==> config.mk <==
export PLATFORM = sky130hd
export DESIGN_NAME = kvc_ctrl
export DESIGN_NICKNAME = d
export VERILOG_FILES = /design/src/hw/rtl/kvc_pkg.sv /design/src/hw/rtl/kvc_ctrl.sv
export SDC_FILE = /design/constraint.sdc
export NUM_CORES = 1
export LEC_CHECK = 0
export ABC_AREA = 1
export BUFFER_PORTS_ARGS = -buffer_cell sky130_fd_sc_hd__buf_2
export CAP_MARGIN = 20
export CORE_AREA = 2 2 39 41
export CTS_CLUSTER_DIAMETER = 200
export DETAILED_ROUTE_END_ITERATION = 8
export DIE_AREA = 0 0 41 43
export GPL_ROUTABILITY_DRIVEN = 0
export PLACE_DENSITY = 0.37
export SETUP_SLACK_MARGIN = 0.5
export SYNTH_ARGS = -nofsm -noshare
export SYNTH_HDL_FRONTEND = slang
export SYNTH_SLANG_ARGS = --single-unit
==> constraint.sdc <==
create_clock -name clk_i -period 1.9 [get_ports clk_i]
set_input_delay 0.285 -clock clk_i [delete_from_list [all_inputs] [get_ports clk_i]]
set_output_delay 0.285 -clock clk_i [all_outputs]
set_load 0.1 [all_outputs]
==> src/hw/rtl/kvc_pkg.sv <==
// ----------------------------------------------------------------------------
// kvc_pkg
// shared constants, command/status types and code conversion functions
// for the int4 key/value cache store
// ----------------------------------------------------------------------------
package kvc_pkg;

  localparam int MAX_SLOTS      = 256;
  localparam int GROUP_COUNT    = 4;
  localparam int MAX_HEADS      = 8;
  localparam int ELEMS_PER_HEAD = 128;

  localparam int STORE_BYTES = MAX_SLOTS * GROUP_COUNT * MAX_HEADS * ELEMS_PER_HEAD;
  localparam int ADDR_W      = $clog2(STORE_BYTES);
  localparam int SLOT_W      = $clog2(MAX_SLOTS);
  localparam int DIV_W       = $clog2(MAX_SLOTS + 1);
  localparam int HEADS_W     = $clog2(MAX_HEADS + 1);
  localparam int PAIRS       = ELEMS_PER_HEAD / 2;

  localparam int TOK_W       = 32;
  localparam int CNT_W       = $clog2(TOK_W);
  localparam int SLOT_CNT_W  = 9;
  localparam int HEAD_CNT_W  = 4;
  localparam int APB_ADDR_W  = 3;
  localparam int APB_DATA_W  = 32;

  typedef struct packed {
    logic clear;
    logic load;
    logic div_step;
    logic addr_calc;
    logic access;
  } kvc_cmd_t;

  typedef struct packed {
    logic clear_last;
    logic div_last;
  } kvc_stat_t;

  // binary16 of k/7, round to nearest even
  function automatic logic [15:0] sevenths(input logic [3:0] k);
    logic [15:0] r;
    case (k)
      4'd0:    r = 16'h0000;
      4'd1:    r = 16'h3092;
      4'd2:    r = 16'h3492;
      4'd3:    r = 16'h36DB;
      4'd4:    r = 16'h3892;
      4'd5:    r = 16'h39B7;
      4'd6:    r = 16'h3ADB;
      4'd7:    r = 16'h3C00;
      4'd8:    r = 16'h3C92;
      default: r = 16'h0000;
    endcase
    return r;
  endfunction

  function automatic logic [15:0] dequantize(input logic [3:0] nib);
    logic [15:0] r;
    if (nib[3]) begin
      r = 16'h8000 | sevenths(4'(-nib));
    end else begin
      r = sevenths(nib);
    end
    return r;
  endfunction

  // binary16 -> signed 4-bit code, clamp to [-1,1], round half away from zero
  function automatic logic [3:0] quantize(input logic [15:0] h);
    logic [4:0]  expo;
    logic [9:0]  frac;
    logic [23:0] m;
    logic [27:0] prod;
    logic [3:0]  mag;
    logic [3:0]  r;
    expo = h[14:10];
    frac = h[9:0];
    if (expo == 5'd0) begin
      m = 24'(frac);
    end else begin
      m = 24'({1'b1, frac}) << (expo - 5'd1);
    end
    prod = 28'(m) * 28'd7 + 28'h0800000;
    mag  = prod[27:24];
    if (expo >= 5'd15) begin
      mag = 4'd7;
    end else if (mag > 4'd7) begin
      mag = 4'd7;
    end
    if (expo == 5'h1F && frac != 10'd0) begin
      r = 4'd0;
    end else if (h[15]) begin
      r = 4'(-mag);
    end else begin
      r = mag;
    end
    return r;
  endfunction

endpackage

==> src/hw/rtl/kvc_ctrl.sv <==
// ----------------------------------------------------------------------------
// kvc_ctrl
// sequencer: clearing pass, remainder steps, address, access, result
// ----------------------------------------------------------------------------
module kvc_ctrl (
  input  logic               clk_i,
  input  logic               rst_ni,
  input  logic               start,
  output logic               busy,
  output logic               result_valid_o,
  input  kvc_pkg::kvc_stat_t stat_i,
  output kvc_pkg::kvc_cmd_t  cmd_o
);
  import kvc_pkg::*;

  localparam logic [2:0] ST_CLEAR  = 3'd0;
  localparam logic [2:0] ST_IDLE   = 3'd1;
  localparam logic [2:0] ST_DIV    = 3'd2;
  localparam logic [2:0] ST_ADDR   = 3'd3;
  localparam logic [2:0] ST_ACCESS = 3'd4;
  localparam logic [2:0] ST_RESP   = 3'd5;

  logic [2:0] state_q, state_d;

  always_comb begin
    state_d = state_q;
    cmd_o   = '0;
    unique case (state_q)
      ST_CLEAR: begin
        cmd_o.clear = 1'b1;
        if (stat_i.clear_last) begin
          state_d = ST_IDLE;
        end
      end
      ST_IDLE: begin
        if (start) begin
          cmd_o.load = 1'b1;
          state_d    = ST_DIV;
        end
      end
      ST_DIV: begin
        cmd_o.div_step = 1'b1;
        if (stat_i.div_last) begin
          state_d = ST_ADDR;
        end
      end
      ST_ADDR: begin
        cmd_o.addr_calc = 1'b1;
        state_d         = ST_ACCESS;
      end
      ST_ACCESS: begin
        cmd_o.access = 1'b1;
        state_d      = ST_RESP;
      end
      ST_RESP: state_d = ST_IDLE;
      default: state_d = ST_IDLE;
    endcase
  end

  always_ff @(posedge clk_i or negedge rst_ni) begin
    if (!rst_ni) begin
      state_q <= ST_CLEAR;
    end else begin
      state_q <= state_d;
    end
  end

  assign busy           = (state_q != ST_IDLE);
  assign result_valid_o = (state_q == ST_RESP);

endmodule

Yosys cells after proc, flatten, opt, wreduce, memory -nomap -nowiden. Index checks and enable logic that the tools add are counted.

Flip-flop bits (word level): 3. Bits in latches: 0. Memory bits (writable): 0. ROM bits: 0. Input bits: 5. Output and inout bits: 7. Logic and storage cells: 22. Memories: 0.

Add/sub/neg operators: 0. $mul: 0. Divide/modulo/power cells: 0. Magnitude comparators: 0. Equality and inequality tests: 9. Shift operators: 0. Muxes and demuxes: 10. Bitwise logic cells: 0. Reduce and logical (&&, ||, !) cells: 2.

Operators by type and width (number): case mux 3 bit (5 select lines) (1); 2-to-1 mux 3 bit (3); == test 3 x 2 -> 1 bit (second input constant) (2); == test 3 bit (second input constant) (2); 2-to-1 mux 1 bit (6); inequality test 2 bit (second input constant) (3); == test 3 x 1 -> 1 bit (second input constant) (1); logical NOT 3 bit (1); inequality test 3 x 1 -> 1 bit (second input constant) (1); AND reduction 3 bit (1).

Logic depth before layout (Yosys ltp).
Depth after elaboration: 3. Gate-level depth with buffers: 5. Mapped depth without buffers: 5.

Worst setup path before layout. Ideal clock, no wire load.

Path kind: register to output. Start: reg state_q[2]. End: out result_valid_o. Arrival time: 2534 ps. Required time: 1615 ps. Slack: -919 ps. Stages on the path, launching flop included: 3. Buffers on the path: 0. Cells stage by stage: dfrtp_1 -> inv_2 -> nor3_1.

Cells in the longest elaborated chain, start to end: 1.

Ends and longest elaborated chain: start, declared (line kvc_ctrl.sv:23) `logic [2:0] state_q, state_d;`; start signal, assigned (line kvc_ctrl.sv:64) `state_q <= state_d;`; == test 3 bit (line kvc_ctrl.sv:69) `assign result_valid_o = (state_q == ST_RESP);`; end, declared (line kvc_ctrl.sv:10) `output logic result_valid_o,`.

Every way passes these cells.

==> metrics <==
sequential share of the synthesized area=0.368; dpl cell area=317 sq um; Root Buffer=clkbuf_4; max reg flops=3; Synth area leader=dfrtp_1; share of cells above drive strength 1=0.738; Worst Setup SP=state_q[0]$_DFFE_PN0P_; largest family of logic cells by synthesized area=simple AND/OR/NAND/NOR gates; Period minus WS final=approximately 1500 ps; most frequent cells after synthesis=inv_1 (6), nor2_1 (5), nand2_1 (4), nand3_1 (4); Synth area leaders=dfrtp_1 (37%), inv_1 (11%), nand3_1 (9.8%), nor2_1 (9.2%), nand2_1 (7.4%); pre-CTS WS=~400 ps; library cells used by synthesis=11; row cnt=14; number of port buffers=11; Post-synth ARST share=1.00; Slew @ Worst Pin=around 170 ps; CTS buffer count=3; Routed WL=roughly 730 microns; Data required, critical path=between 1500 and 2000 ps; CTS Sinks=3; Max-Cap Viols=0; Die Span Y=roughly 43 microns; Compound-Gate Fraction of Synth Area=0.0675; Largest stage delay, worst path=approximately 400 ps; CP Launch Type=flip-flop; top-count cell post-synth=inv_1; synth warn=0; worst-path cell chain=buf_6, nor2_4, nand2_2, clkinvlp_4, buf_12; wire length per cell=9.52 microns; Die ar.=approximately 1800 sq um; post-layout worst setup margin=roughly 400 ps; vias in the first global route=285; first-pass GRT wire length=~1100 microns; Synth Flop Type=dfrtp_1; Crit Path Category=reg -> out; critical path's slowest cell=dfrtp_1; Avg Vias per Cell=between 3 and 4; Achievable Freq=~670 MHz; Reg clk slew, reported paths=~40 ps; Area Growth Syn to Fin=202%; post-route cell area=617 sq um; FF-to-FF path depth=7; xor/xnor share of the synthesized area=0; Crit Path Max Fanout=3; drt first pass iters=2; simple-gate share of the synthesized area=0.399; Die Wd=between 40 and 50 microns; DRC=0; Final Max Tran Viols=0; Syn Std Cell Area=about 200 sq um; Final Hold Vio Count=0; largest net degree at the start of global routing=5; DRT iter0 DRCs=3; largest buffer count on any clock path=2; RSZ-0062 raised after global routing=yes; Yosys reg bits=3; core area=roughly 1400 sq um; Worst slew margin=0.883; fin nets=67; CP endpoint kind=output port; reg2reg end=state_q[1]$_DFFE_PN0P_; Regs by FF count=state_q: 3 flops; Mapped Nets=36; clock skew=approximately 4.3 ps; GR Overflow Total=0; CP endpoint=cmd_o[2]; CTS tree=built; Vias=roughly 300; Post-synth EDFFs=0; mean post-synth cell area=6.58 sq um; Final HPWL DP=just over 400 microns; synthesized instance count=31; fin crit share=0.791; mux cell area share after synthesis=0; antenna-violating nets left=0; Clock Latency Late Sink=around 230 ps; Reg with most FFs=state_q; Hold Crit Class=in -> async; # setup viols final=0; initial core utilization=0.147; crit path DAT=~1200 ps; top cell type's share of synthesized area=0.368; antenna violations before repair=0; status=finished clean; H-tree Lvls=1; R2R Setup Slk=650 ps; Overall Global Routing Usage=0.0976; adder-cell share of the synthesized area=0; setup TNS=0 ps; origin of the critical flop-to-flop path=state_q[2]$_DFFE_PN0P_; IO Pins=12; ANT cells=0
critical path: cells and delay by family (launching register included):
| family | cells | cell delay, ps |
|---|---|---|
| and+or+nand+nor | 2 | 190 |
| DFF | 1 | 410 |
| buffers and inverters | 3 | 390 |
metrics by stage:
step,utilization,cells,hold WS [ps]
2_1_floorplan,-,31,-10.6
3_3_place_gp,0.229,58,85.0
3_5_place_dp,0.229,58,85.3
4_1_cts,0.407,74,358
5_1_grt,0.446,77,391
6_report,0.446,77,374
what timing repair did:
action / CTS / global route
resized for setup: 37 / 7
buffers inserted: 11 / 3
endpoints found under the hold margin: 3 / 0
pin swaps: 6 / 6
hold buffers: 1 / 0
endpoints found under the setup margin: 7 / 7
cell usage in the layout (no fill, tap or decap), types with 2 or more instances in the layout:
master    count
clkbuf_4      3
dfrtp_2       2
nand3_1       4
inv_2         2
inv_4         2
nand2_1       2
inv_1         4
buf_12        7
buf_4        11
buf_6         3
nor2_4        6
buf_2         4
worst min path at each step:
stage,startpoint,to
6_report,rst_ni,state_q[0]$_DFFE_PN0P_
3_3_place_gp,rst_ni,state_q[1]$_DFFE_PN0P_
5_1_grt,rst_ni,state_q[0]$_DFFE_PN0P_
2_1_floorplan,rst_ni,state_q[0]$_DFFE_PN0P_
4_1_cts,rst_ni,state_q[0]$_DFFE_PN0P_
3_5_place_dp,rst_ni,state_q[1]$_DFFE_PN0P_
layer usage:
layer	up-vias	part of all wire	GRT usage
met5	-	0	0
met4	0	0.014	0.0800
met3	2	0.035	0.0314
met2	7	0.61	0.156
met1	141	0.34	0.0939
li1	154	-	-
area by class of cell:
type / instances / area (sq um)
Sequential cell: 3 / 77.6
Inverter: 9 / 42.5
Tap cell: 16 / 20.0
Multi-Input combinational cell: 19 / 164
Fill cell: 136 / 767
Clock buffer: 4 / 26.3
Timing Repair Buffer: 26 / 287
logic make-up after synthesis:
group / count (synthesis)
AOI/OAI and AO/OA: 2
buffers and inverters: 9
and+or+nand+nor: 17
DFF: 3
Power is left out: the tool's default activity adds up to more than one toggle a clock period on the data nets, which glitch-free logic cannot reach.
