File: src/hw/rtl/kvc_pkg.sv
// ----------------------------------------------------------------------------
// kvc_pkg
// shared constants, command/status types and code conversion functions
// for the int4 key/value cache store
// ----------------------------------------------------------------------------
package kvc_pkg;

  localparam int MAX_SLOTS      = 256;
  localparam int GROUP_COUNT    = 4;
  localparam int MAX_HEADS      = 8;
  localparam int ELEMS_PER_HEAD = 128;

  localparam int STORE_BYTES = MAX_SLOTS * GROUP_COUNT * MAX_HEADS * ELEMS_PER_HEAD;
  localparam int ADDR_W      = $clog2(STORE_BYTES);
  localparam int SLOT_W      = $clog2(MAX_SLOTS);
  localparam int DIV_W       = $clog2(MAX_SLOTS + 1);
  localparam int HEADS_W     = $clog2(MAX_HEADS + 1);
  localparam int PAIRS       = ELEMS_PER_HEAD / 2;

  localparam int TOK_W       = 32;
  localparam int CNT_W       = $clog2(TOK_W);
  localparam int SLOT_CNT_W  = 9;
  localparam int HEAD_CNT_W  = 4;
  localparam int APB_ADDR_W  = 3;
  localparam int APB_DATA_W  = 32;

  typedef struct packed {
    logic clear;
    logic load;
    logic div_step;
    logic addr_calc;
    logic access;
  } kvc_cmd_t;

  typedef struct packed {
    logic clear_last;
    logic div_last;
  } kvc_stat_t;

  // binary16 of k/7, round to nearest even
  function automatic logic [15:0] sevenths(input logic [3:0] k);
    logic [15:0] r;
    case (k)
      4'd0:    r = 16'h0000;
      4'd1:    r = 16'h3092;
      4'd2:    r = 16'h3492;
      4'd3:    r = 16'h36DB;
      4'd4:    r = 16'h3892;
      4'd5:    r = 16'h39B7;
      4'd6:    r = 16'h3ADB;
      4'd7:    r = 16'h3C00;
      4'd8:    r = 16'h3C92;
      default: r = 16'h0000;
    endcase
    return r;
  endfunction

  function automatic logic [15:0] dequantize(input logic [3:0] nib);
    logic [15:0] r;
    if (nib[3]) begin
      r = 16'h8000 | sevenths(4'(-nib));
    end else begin
      r = sevenths(nib);
    end
    return r;
  endfunction

  // binary16 -> signed 4-bit code, clamp to [-1,1], round half away from zero
  function automatic logic [3:0] quantize(input logic [15:0] h);
    logic [4:0]  expo;
    logic [9:0]  frac;
    logic [23:0] m;
    logic [27:0] prod;
    logic [3:0]  mag;
    logic [3:0]  r;
    expo = h[14:10];
    frac = h[9:0];
    if (expo == 5'd0) begin
      m = 24'(frac);
    end else begin
      m = 24'({1'b1, frac}) << (expo - 5'd1);
    end
    prod = 28'(m) * 28'd7 + 28'h0800000;
    mag  = prod[27:24];
    if (expo >= 5'd15) begin
      mag = 4'd7;
    end else if (mag > 4'd7) begin
      mag = 4'd7;
    end
    if (expo == 5'h1F && frac != 10'd0) begin
      r = 4'd0;
    end else if (h[15]) begin
      r = 4'(-mag);
    end else begin
      r = mag;
    end
    return r;
  endfunction

endpackage

File: src/hw/rtl/kvc_regs.sv
// ----------------------------------------------------------------------------
// kvc_regs
// configuration registers behind the apb-style port
// ----------------------------------------------------------------------------
module kvc_regs (
  input  logic                            clk_i,
  input  logic                            rst_ni,
  input  logic                            psel,
  input  logic                            penable,
  input  logic                            pwrite,
  input  logic [kvc_pkg::APB_ADDR_W-1:0]  paddr,
  input  logic [kvc_pkg::APB_DATA_W-1:0]  pwdata,
  output logic [kvc_pkg::APB_DATA_W-1:0]  prdata,
  output logic                            pready,
  output logic [kvc_pkg::SLOT_CNT_W-1:0]  slot_count_o,
  output logic [kvc_pkg::HEAD_CNT_W-1:0]  head_count_o
);
  import kvc_pkg::*;

  localparam logic REG_SLOT_COUNT = 1'b0;
  localparam logic REG_HEAD_COUNT = 1'b1;

  logic [SLOT_CNT_W-1:0] slot_count_q, slot_count_d;
  logic [HEAD_CNT_W-1:0] head_count_q, head_count_d;
  logic                  wr_en;

  assign pready = 1'b1;
  assign wr_en  = psel && penable && pwrite;

  always_comb begin
    slot_count_d = slot_count_q;
    head_count_d = head_count_q;
    prdata       = '0;
    unique case (paddr[2])
      REG_SLOT_COUNT: begin
        prdata = APB_DATA_W'(slot_count_q);
        if (wr_en) begin
          slot_count_d = pwdata[SLOT_CNT_W-1:0];
        end
      end
      REG_HEAD_COUNT: begin
        prdata = APB_DATA_W'(head_count_q);
        if (wr_en) begin
          head_count_d = pwdata[HEAD_CNT_W-1:0];
        end
      end
      default: prdata = '0;
    endcase
  end

  always_ff @(posedge clk_i or negedge rst_ni) begin
    if (!rst_ni) begin
      slot_count_q <= SLOT_CNT_W'(1);
      head_count_q <= HEAD_CNT_W'(8);
    end else begin
      slot_count_q <= slot_count_d;
      head_count_q <= head_count_d;
    end
  end

  assign slot_count_o = slot_count_q;
  assign head_count_o = head_count_q;

endmodule

File: config.mk
export PLATFORM = sky130hd
export DESIGN_NAME = kvc_regs
export DESIGN_NICKNAME = d
export VERILOG_FILES = /design/src/hw/rtl/kvc_pkg.sv /design/src/hw/rtl/kvc_regs.sv
export SDC_FILE = /design/constraint.sdc
export NUM_CORES = 1
export LEC_CHECK = 0
export ABC_AREA = 1
export BUFFER_PORTS_ARGS = -buffer_cell sky130_fd_sc_hd__buf_2
export CORE_MARGIN = 3
export CORE_UTILIZATION = 31
export CTS_CLUSTER_SIZE = 25
export DETAILED_ROUTE_END_ITERATION = 6
export PLACE_DENSITY_LB_ADDON = 0.25
export SYNTH_ARGS = -nofsm -noshare
export SYNTH_HDL_FRONTEND = slang
export SYNTH_SLANG_ARGS = --single-unit
File: constraint.sdc
create_clock -name clk_i -period 0.8 [get_ports clk_i]
set_clock_uncertainty 0.1 [all_clocks]
set_input_delay 0 -clock clk_i [delete_from_list [all_inputs] [get_ports clk_i]]
set_output_delay 0 -clock clk_i [all_outputs]
set_load 0.05 [all_outputs]
# Yosys cells after proc, flatten, opt, wreduce, memory -nomap -nowiden
# Index checks and enable logic that the tools add are counted.
word_totals:
  mem_bits_ro: 0
  mem_bits_rw: 0
  inputBits: 40
  reg_bits: 13
  latch_bits: 0
  wordCells: 8
  output_inout_bits: 46
  memories: 0
op_classes:
  n_shift: 0
  div: 0
  n_eq_ne: 0
  n_mux: 1
  add_sub_neg: 0
  order_cmp: 0
  n_reduce_logical: 4
  n_mul: 0
  bitwise: 1
ops:
  columns: ["cell", "n"]
  rows:
  - ["case mux 32 bit (2 select lines)", 1]
  - ["AND reduction 2 bit", 2]
  - ["logical AND 1 bit", 2]
  - ["inverter 1 bit", 1]

# Depth between registers and ports, before layout
depth:
  ltp_word: 3
  mapped_depth: 5
  depth_no_buf: 4

# Least setup slack after synthesis
# No wires, ideal clock.
synth_timing:
  kind: "reg-to-output"
  start: "register slot_count_q[4] (netlist: slot_count_o[4])"
  end: "output port prdata[4] (netlist name)"
  required_time_ps: 700
  n_path_buf: 0
  arrival_time_ps: 1357
  setup_slack_ps: -657
  stages_incl_launch_ff: 3
  cell_sequence: "dfrtp_1 -> inv_1 -> nor2_1"
synth_via:
  elab_chain_len: 1
synth_rtl:
  columns: ["item", "line", "text"]
  rows:
  - ["start: declaration", "kvc_regs.sv:23", "logic [SLOT_CNT_W-1:0] slot_count_q, slot_count_d;"]
  - ["start signal: assignment", "kvc_regs.sv:56", "slot_count_q <= slot_count_d;"]
  - ["case mux 32 bit (2 select lines)", "kvc_regs.sv:34", "unique case (paddr[2])"]
  - ["end: declaration", "kvc_regs.sv:13", "output logic [kvc_pkg::APB_DATA_W-1:0] prdata,"]
# Every way passes these cells. The select of a mux whose other input is x is not followed.

# Worst setup path after layout
layout_timing:
  start: "register slot_count_q[0] (netlist: slot_count_o[0])"
  end: "output port prdata[0] (netlist name)"
# The elaborated chain is that of the path after synthesis.

==> run_results.csv <==
group,metric,value,unit
outcome,status,"finished with violations",
outcome,violations,"negative setup slack",
drt,viasPerCell,4.20,
drt,wl_met2,1100,microns
drt,drtPass1Iterations,2,
cells_and_area,utilization,56.0,%
cells_and_area,final_cell_area,1400,sq um
cells_and_area,finalNetCount,202,
synthesis,synth_area,826,sq um
floorplan,dieArea,3320,sq um
grt,overflow,0,
synthesis,netlist_instances,109,
drt,ant_nets,0,
grt,grt_use_total,12.7,%
drt,avgRoutedWirePerCell,10.9,microns
cells_and_area,diodes,0,
synthesis,seq_area_frac_synth,39.7,%
sta,setup_ws,-0.390,ns
setup_path,critPathArrivalTime,1.09,ns
drt,route.vias.total,803,
clock_network,cts_made_buffers,3,
clock_network,clock-sinks,13,
drt,wl,2090,microns
placed_design,postPlaceCellArea,1100,sq um
setup_path,crit_slowest_cell,"dfstp_2",
setup_path,worstPathMaxFanout,2,
floorplan,die_y,57.6,microns
cells_and_area,area_delta_synth_final,69.4,%
job,max_cap_violations,0,
drt,met3_length,156,microns
setup_path,crit_buf_inv,1,
synthesis,yosysTopAreaCell,"dfrtp_1",
setup_path,slowest_delay,0.56,ns
placed_design,gp_congestion,0.738,
clock_network,root_buffer,"clkbuf_4",
clock_network,cts_tree,"built",
synthesis,ys_ff_latch,13,
placed_design,hpwl,1460,microns
floorplan,rows,18,
setup_path,cp.required,0.70,ns
grt,grt_pass1_vias,736,
drt,routed.top_layer,"met3",
synthesis,yosysWarningCount,0,
sta,hold_ws,0.0449,ns
floorplan,core_area,2500,sq um
setup_path,crit_family,"flip-flops",
sta,finalCritPeriodShare,149,%
sta,setup_viol,25,
setup_path,cp-start-kind,"register",
grt,grt_max_degree,14,
clock_network,cts.clk_slew.worst_paths,0.08,ns
floorplan,die_w,57.6,microns
power,p_per_area,2330,nW/um^2
power,vdd_drop_max,1.33,mV
floorplan,start_util,33.0,%
synthesis,yosysTopAreaCellShare,33.3,%
cells_and_area,drive_gt1_share,53.4,%
setup_path,crit_chain,"nand2_2, nand2_4, buf_8",
sta,min_period,1.19,ns
synthesis,yosys-top-cells-area,"dfrtp_1 33%, buf_4 22%, nand2_1 17%, nand3_1 7.9%, dfstp_2 6.4%",
cells_and_area,fill_cells,246,
floorplan,ioPinCount,86,
clock_network,clkLatencyLatePin,0.27,ns
grt,grt_first_pass_wirelength,3330,microns
setup_path,end_kind,"output port",
drt,drt-initial-drc-count,13,
worst_hold_path,hold_path.class,"input pin to asynchronous set/reset pin",
sta,drv_slew,0,
synthesis,avgSynthCellArea,7.58,sq um
sta,rsz0062_at_grt,"true",
drt,drc,0,
drt,met1_length,836,microns
setup_path,path_class,"register to output port",
grt,grt_antenna_before_repair,0,
power,p_leak,0.000719,uW
clock_network,htree_levels,1,
placed_design,port_buffers,36,
clock_network,clock_path_buffers,2,
sta,final-hold-violation-count,0,
synthesis,yosys.cell_types.count,15,
sta,max_freq,0.840,GHz
==> per-layer routing <==
metal	global-route usage, %	vias up
li1	-	389
met1	15.2	374
met2	23.7	40
met3	4.01	0
met4	0	0
met5	0	-
==> cells in the mapped netlist <==
| master | number |
|---|---|
| buf_2 | 2 |
| nor2_4 | 1 |
| nand2_1 | 38 |
| conb_1 | 2 |
| buf_6 | 1 |
| nand2_2 | 1 |
| nand3_1 | 13 |
| nand4_1 | 1 |
| nand4_2 | 1 |
| dfrtp_1 | 11 |
| inv_2 | 2 |
| dfstp_2 | 2 |
| inv_1 | 5 |
| buf_4 | 24 |
| nor2_1 | 5 |
==> repair_timing <==
item | CTS | global route
setup endpoints to repair | 25 | 26
hold buffers | 10 | 0
pin swaps | 8 | 3
resized for setup | 49 | 3
buffers inserted | 1 | 1
hold endpoints to repair | 26 | 0
==> where the power goes <==
group	switching, uW	internal, uW	total [uW]
combinational	1280	630	1910
sequential	133	815	949
clock	204	193	397
==> layout make-up <==
class	instances	area, sq um	area share (%)
clock buffers	4	26.3	1.88
inverters	7	26.3	1.88
multi-input cells	84	440	31.5
flip-flops and latches	13	342	24.4
well taps	30	37.5	2.68
repair buffers	53	527	37.7
==> layout by cell type (no fill, tap or decap), drive strengths merged <==
cell | Yosys | layout
buf | 27 | 43
clkbuf | 0 | 4
conb | 2 | 24
dfrtp | 11 | 11
dfstp | 2 | 2
dlygate4sd3 | 0 | 10
inv | 7 | 7
nand2 | 39 | 39
nand3 | 13 | 13
nand4 | 2 | 2
nor2 | 6 | 6
==> worst paths after layout <==
kind                            startpoint         endpoint  slack, ns  cells after the start
hold reg to reg            head_count_o[3]  head_count_o[3]       0.38                      2
max in group asynchronous           rst_ni  slot_count_o[0]       0.28                      2
hold / removal                      rst_ni  head_count_o[1]       0.04                      2
min in group clk_i                paddr[2]  head_count_o[3]       0.06                      4
setup reg to reg           slot_count_o[0]  slot_count_o[0]      -0.19                      4
setup / recovery           slot_count_o[0]        prdata[0]      -0.39                      3
==> flip-flops by register name (all words and copies together), names as in the netlist <==
register      count
slot_count_o      9
head_count_o      4
==> worst register-to-register path, cell delays in order (launching register included) <==
cell and delay, ns:
dfstp_2 0.56, buf_6 0.11, buf_6 0.09, nand2_2 0.03
nand2_1 0.06
==> cell families (layout without fill, tap and decap cells) <==
kind of cell           after synthesis  in the layout  share of synthesized area [%]
AND/OR/NAND/NOR                     60             60                           31.8
other                                2             24                          0.909
flip-flops                          13             13                           39.7
buffers and inverters               34             64                           27.6
==> per-stage QoR <==
step                TNS, ns  setup WS, ns  total power [uW]  instances
global placement      -1.51        -0.183              2460        175
global route          -6.27        -0.435              3420        191
floorplan             -2.42        -0.246              2240        131
finish                -5.35        -0.390              3260        191
detailed placement    -1.68        -0.190              2480        175
CTS                   -5.41        -0.396              3240        190
Note: power is estimated with default switching activity, not from simulation.
